<file path="src/hw/rtl/rss_pkg.sv">
// Shared constants, register codes and types of the rotated sprite sampler.
`timescale 1ns / 1ps

package rss_pkg;

    localparam int SPRITE_COLS = 64;
    localparam int SPRITE_ROWS = 16;
    localparam int SCREEN_COLS = 128;
    localparam int SCREEN_ROWS = 32;
    localparam int FRAC_BITS   = 16;

    localparam int STORE_DEPTH = SPRITE_COLS * SPRITE_ROWS;
    localparam int ADDR_W      = (STORE_DEPTH > 1) ? $clog2(STORE_DEPTH) : 1;
    localparam int COL_W       = (SPRITE_COLS > 1) ? $clog2(SPRITE_COLS) : 1;
    localparam int ROW_W       = (SPRITE_ROWS > 1) ? $clog2(SPRITE_ROWS) : 1;

    localparam int COEF_W     = 18;
    localparam int CCOL_W     = 23;
    localparam int CROW_W     = 21;
    localparam int SW_W       = 7;
    localparam int SH_W       = 5;
    localparam int CFG_IDX_W  = 3;
    localparam int CFG_DATA_W = 23;

    localparam int SCOL_W = 6;
    localparam int SROW_W = 4;
    localparam int CHAR_W = 8;
    localparam int SX_W   = 7;
    localparam int SY_W   = 5;

    localparam logic [CHAR_W-1:0] BLANK_CHAR = 8'd32;

    localparam logic CMD_WRITE  = 1'b0;
    localparam logic CMD_SAMPLE = 1'b1;

    // Load value of the settle counter, which counts down after a register write until the derived offsets are valid.
    localparam logic [1:0] SETTLE_CYCLES = 2'd2;

    typedef enum logic [CFG_IDX_W-1:0] {
        REG_COS_COEF      = 3'd0,
        REG_SIN_COEF      = 3'd1,
        REG_CENTER_COL    = 3'd2,
        REG_CENTER_ROW    = 3'd3,
        REG_SPRITE_WIDTH  = 3'd4,
        REG_SPRITE_HEIGHT = 3'd5
    } cfg_reg_t;

    typedef struct packed {
        logic signed [COEF_W-1:0] cos_coef;
        logic signed [COEF_W-1:0] sin_coef;
        logic [31:0]              off_col;
        logic [31:0]              off_row;
        logic [SW_W-1:0]          width_eff;
        logic [SH_W-1:0]          height_eff;
    } rss_geom_t;

    typedef struct packed {
        logic              is_write;
        logic              is_sample;
        logic              in_sprite;
        logic [ADDR_W-1:0] addr;
        logic [CHAR_W-1:0] wdata;
    } rss_access_t;

endpackage

</file>
<file path="src/hw/rtl/rss_cfg.sv">
// Configuration registers and the derived rotation offsets.
`timescale 1ns / 1ps

module rss_cfg
    import rss_pkg::*;
(
    input  logic                  aclk,
    input  logic                  aresetn,
    input  logic                  cfg_we,
    input  logic [CFG_IDX_W-1:0]  cfg_index,
    input  logic [CFG_DATA_W-1:0] cfg_wdata,
    output rss_geom_t             geom,
    output logic                  cfg_busy
);

    logic signed [COEF_W-1:0] cos_reg;
    logic signed [COEF_W-1:0] sin_reg;
    logic [CCOL_W-1:0]        ccol_reg;
    logic [CROW_W-1:0]        crow_reg;
    logic [SW_W-1:0]          width_reg;
    logic [SH_W-1:0]          height_reg;
    logic [1:0]               settle_reg;

    localparam int PCC_W = CCOL_W + 1 + COEF_W;
    localparam int PCR_W = CROW_W + 1 + COEF_W;

    logic signed [PCC_W-1:0] p_cc_cos_next, p_cc_cos_reg, p_cc_sin_next, p_cc_sin_reg;
    logic signed [PCR_W-1:0] p_cr_cos_next, p_cr_cos_reg, p_cr_sin_next, p_cr_sin_reg;
    logic signed [PCC_W-1:0] sh_cc_cos, sh_cc_sin;
    logic signed [PCR_W-1:0] sh_cr_cos, sh_cr_sin;
    logic [31:0]             off_col_next, off_col_reg, off_row_next, off_row_reg;
    logic [SW_W-1:0]         width_eff_next, width_eff_reg;
    logic [SH_W-1:0]         height_eff_next, height_eff_reg;

    always_ff @(posedge aclk) begin
        if (!aresetn) begin
            cos_reg    <= 18'sd65536;
            sin_reg    <= '0;
            ccol_reg   <= '0;
            crow_reg   <= '0;
            width_reg  <= 7'd64;
            height_reg <= 5'd16;
            settle_reg <= SETTLE_CYCLES;
        end else begin
            if (cfg_we) begin
                settle_reg <= SETTLE_CYCLES;
                unique case (cfg_reg_t'(cfg_index))
                    REG_COS_COEF:      cos_reg    <= signed'(cfg_wdata[COEF_W-1:0]);
                    REG_SIN_COEF:      sin_reg    <= signed'(cfg_wdata[COEF_W-1:0]);
                    REG_CENTER_COL:    ccol_reg   <= cfg_wdata[CCOL_W-1:0];
                    REG_CENTER_ROW:    crow_reg   <= cfg_wdata[CROW_W-1:0];
                    REG_SPRITE_WIDTH:  width_reg  <= cfg_wdata[SW_W-1:0];
                    REG_SPRITE_HEIGHT: height_reg <= cfg_wdata[SH_W-1:0];
                    default: ;
                endcase
            end else if (settle_reg != 2'd0) begin
                settle_reg <= settle_reg - 2'd1;
            end
        end
    end

    always_comb begin
        p_cc_cos_next = $signed({1'b0, ccol_reg}) * cos_reg;
        p_cc_sin_next = $signed({1'b0, ccol_reg}) * sin_reg;
        p_cr_cos_next = $signed({1'b0, crow_reg}) * cos_reg;
        p_cr_sin_next = $signed({1'b0, crow_reg}) * sin_reg;
        width_eff_next  = (32'(width_reg) > SPRITE_COLS) ? SW_W'(SPRITE_COLS) : width_reg;
        height_eff_next = (32'(height_reg) > SPRITE_ROWS) ? SH_W'(SPRITE_ROWS) : height_reg;
    end

    always_ff @(posedge aclk) begin
        p_cc_cos_reg   <= p_cc_cos_next;
        p_cc_sin_reg   <= p_cc_sin_next;
        p_cr_cos_reg   <= p_cr_cos_next;
        p_cr_sin_reg   <= p_cr_sin_next;
        width_eff_reg  <= width_eff_next;
        height_eff_reg <= height_eff_next;
        off_col_reg    <= off_col_next;
        off_row_reg    <= off_row_next;
    end

    // Floor of each product over 2^16, cut to 32 bits.
    always_comb begin
        sh_cc_cos = p_cc_cos_reg >>> FRAC_BITS;
        sh_cc_sin = p_cc_sin_reg >>> FRAC_BITS;
        sh_cr_cos = p_cr_cos_reg >>> FRAC_BITS;
        sh_cr_sin = p_cr_sin_reg >>> FRAC_BITS;
        off_col_next = 32'(ccol_reg) - sh_cc_cos[31:0] + sh_cr_sin[31:0];
        off_row_next = 32'(crow_reg) - sh_cr_cos[31:0] - sh_cc_sin[31:0];
    end

    always_comb begin
        geom.cos_coef   = cos_reg;
        geom.sin_coef   = sin_reg;
        geom.off_col    = off_col_reg;
        geom.off_row    = off_row_reg;
        geom.width_eff  = width_eff_reg;
        geom.height_eff = height_eff_reg;
        cfg_busy        = cfg_we || (settle_reg != 2'd0);
    end

endmodule

</file>
<file path="config.mk">
export PLATFORM = sky130hd
export DESIGN_NAME = rss_cfg
export DESIGN_NICKNAME = d
export VERILOG_FILES = /design/src/hw/rtl/rss_pkg.sv /design/src/hw/rtl/rss_cfg.sv
export SDC_FILE = /design/constraint.sdc
export NUM_CORES = 2
export LEC_CHECK = 0
export BUFFER_PORTS_ARGS = -buffer_cell sky130_fd_sc_hd__buf_2
export CORE_UTILIZATION = 65
export CTS_CLUSTER_SIZE = 30
export DETAILED_ROUTE_END_ITERATION = 7
export PLACE_DENSITY = 0.82
export REMOVE_ABC_BUFFERS = 1
export SETUP_SLACK_MARGIN = 0.3
export SLEW_MARGIN = 5
export SYNTH_ARGS = -nofsm -noshare
export SYNTH_HDL_FRONTEND = slang
export SYNTH_SLANG_ARGS = --single-unit
</file>
<file path="constraint.sdc">
create_clock -name aclk -period 7.1 [get_ports aclk]
set_input_delay 1.42 -clock aclk [delete_from_list [all_inputs] [get_ports aclk]]
set_output_delay 1.42 -clock aclk [all_outputs]
set_load 0.01 [all_outputs]
</file>
==> reports/metrics.yaml <==
placed_design:
  post-place-ws_ps: 121
  hpwl_mm: 126
  place_congestion: 0.962
  port_buffers: 141
  placedInstanceArea_sq_um: 64600
timing:
  rsz0062_at_grt: "no"
  hold_viol: 0
  relSlewSlack: 0.218
  setup_viol: 0
  fin_crit_ps: 6620
  post-route-period-util: 0.933
  clock_skew_ps: 33.9
  setup_tns_ps: 0
  fin_ws_ps: 479
  slew_viol_final: 0
  max_freq_mhz: 151
  worstMarginPinSlew_ps: 1170
floorplanning:
  floorplan.initialDensity: 0.660
  fp.coreArea_sq_um: 94000
  die_y_um: 311
  die-area_sq_um: 96800
  rows: 112
  pin_count: 142
  die_w_um: 311
yosys:
  ys.flop_type: "dfxtp_1"
  synth-edff-count: 0
  yosysSeqAreaShare: 0.0842
  synth_area_leaders: "fa_1 43%, ha_1 12%, inv_1 11%"
  synth_top_area_frac: 0.426
  yosysTopAreaCell: "fa_1"
  synth_cells: 7094
  netlist-cell-type-count: 76
  synthesis.area_sq_um: 62100
  synth_area_per_cell_sq_um: 8.75
  yosys_register_bits: 261
  async_flop_share: 0
  yosys_warnings: 0
clock_network:
  htree_num_levels: 2
  clk_pin_slew_worst_paths_ps: 70
  cts_root_buffer: "clkbuf_16"
  cts_tree: "built"
  clock_latency_ps: 600
  cts.path.max_buffers: 3
  cts_inserted_buffers: 34
  clock_sinks: 261
worst_setup_path:
  crit_end: "p_cr_sin_reg[39]"
  required_ps: 7560
  cp_max_fo: 16
  rrSetupSlack_ps: 480
  r2r_end: "p_cr_sin_reg[39]"
  end_kind: "flip-flop"
  r2r-start: "sin_reg[3]"
  critical_path_class: "reg2reg"
  cp.arrival_ps: 7080
  setup.worst_path.start: "sin_reg[3]"
  reg2reg_depth: 22
  cp-start-kind: "flip-flop"
final_layout:
  finalNetCount: 9033
  largest_reg_flops: 28
  layout_commonest_cell: "inv_1"
  final_area_sq_um: 66200
  syn_to_final_growth_pct: 6.60
  final_cell_mix: "1782 x inv_1, 1320 x fa_1, 1175 x nand2_1, 608 x ha_1, 561 x and2_1"
  drive_gt1_frac: 0.0672
  fill_cells: 6853
drt:
  ant_nets: 0
  via_per_inst: 5.69
  dr.first_iter.drc_count: 3782
  vias: 47500
  drc: 0
  firstDrtPassIters: 8
  wl_per_cell_um: 19.9
  drt-total-wl_mm: 166
grt:
  antenna_found_initial: 2
  grt_pass1_vias: 51700
  grt-ovfl-total: 0
  grt_pass1_wl_mm: 267
  grt_use_total: 0.352
  grt_max_degree: 95
power_and_ir_drop:
  powerDensity_nw_per_um2: 77.5
  p_leak_nw: 34.0
  peakVddDrop_uv: 136
worst_hold_path:
  min_path_type: "reg2reg"
  min-delay-start: "height_reg[4]"
run_status:
  status: "finished, final reports clean"
job:
  cap_violations: 0
## report_power, final
part,total [mW],switching [mW],internal [mW]
Sequential,1.74,0.0969,1.65
Clock,1.93,0.790,1.14
Combinational,1.45,0.868,0.584
Total,5.13,1.75,3.37
## cell usage after synthesis (all sizes together) (3+ instances only)
cell type and count:
inv 1782, fa 1320, nand2 1175, ha 609, and2 561, clkbuf 378
dfxtp 261, a21oi 137, xnor2 104, nor2b 95, a21boi 82, nor2 82
a21o 81, o21ai 69, xor2 48, nand2b 40, nand3 33, nand4 23
and3 21, o21bai 18, buf 17, o21a 16, a31oi 13, mux2i 13
nor3 13, o211ai 11, a2111oi 7, a211oi 6, a221oi 6, and4 6
or3 6, a31o 4, nand3b 4, nand4b 4, or2 4, a211o 3
a311oi 3, nor3b 3, o211a 3, o31ai 3
## worst min-delay path by stage
stage	cells after the start	slack, ps	end
CTS	0	430	height_eff_reg[4]
finish	0	430	height_eff_reg[4]
global route	0	450	height_eff_reg[4]
floorplan	0	390	height_eff_reg[4]
detailed placement	0	430	height_eff_reg[4]
global placement	0	410	height_eff_reg[4]
## per-stage QoR
stage	power, mW	utilization	hold slack, ps	std cells
after CTS	5.13	0.700	431	8346
after detailed placement	3.20	0.687	428	8284
after global placement	3.16	0.687	412	8284
after floorplan	2.65	-	388	6698
final	5.13	0.704	433	8357
after global routing	5.35	0.704	449	8355
## repair_timing
item / in CTS / in global routing
hold buffers: 0 / 0
endpoints found under the setup margin: 18 / 52
gates resized for setup: 10 / 46
endpoints found under the hold margin: 0 / 0
setup buffers: 0 / 7
gates cloned: 0 / 2
pin swaps: 0 / 2
## critical path, cell delays in order (launching register included)
cell and delay (ps):
dfxtp_1 350, buf_4 280, buf_4 280, nand2_1 100, fa_1 510, fa_1 510
fa_1 520, inv_1 60, fa_1 490, fa_1 490, inv_1 50, fa_1 480
inv_1 50, ha_1 330, nand4_1 120, or2_2 340, a211oi_4 260, o211ai_4 220
o211a_4 330, o311ai_2 300, a21o_1 190, a21oi_1 80, xnor2_1 120
## routing by layer
metal | track usage | part of all wire | vias to the layer above
met2 | 0.573 | 0.46 | 2565
met1 | 0.423 | 0.35 | 23800
li1 | - | - | 20600
met3 | 0.0695 | 0.10 | 648
met4 | 0.241 | 0.086 | 0
met5 | 0 | 0 | -
## kinds of logic after synthesis
| family | Yosys count | share of synthesized area |
|---|---|---|
| multiplexers | 14 | 0.00228 |
| AND/OR/NAND/NOR | 2076 | 0.158 |
| adder cells (fa/ha/maj) | 1929 | 0.548 |
| buffers and inverters | 2178 | 0.133 |
| flip-flops | 261 | 0.0842 |
| XOR/XNOR | 152 | 0.0214 |
| AO/OA/AOI/OAI | 484 | 0.0526 |
## cell type report
type                       instances  area (sq um)  share of cell area
antenna                            2          5.00           0.0000756
inverter                        1782          6690               0.101
clock inverter                    16           248             0.00374
clock buffer                      46           957              0.0145
sequential                       261          5330              0.0806
multi-input combinational       4655         48700               0.736
timing repair buffer             341          2710              0.0409
tap                             1254          1570              0.0237
(Power assumes the default switching activity.)
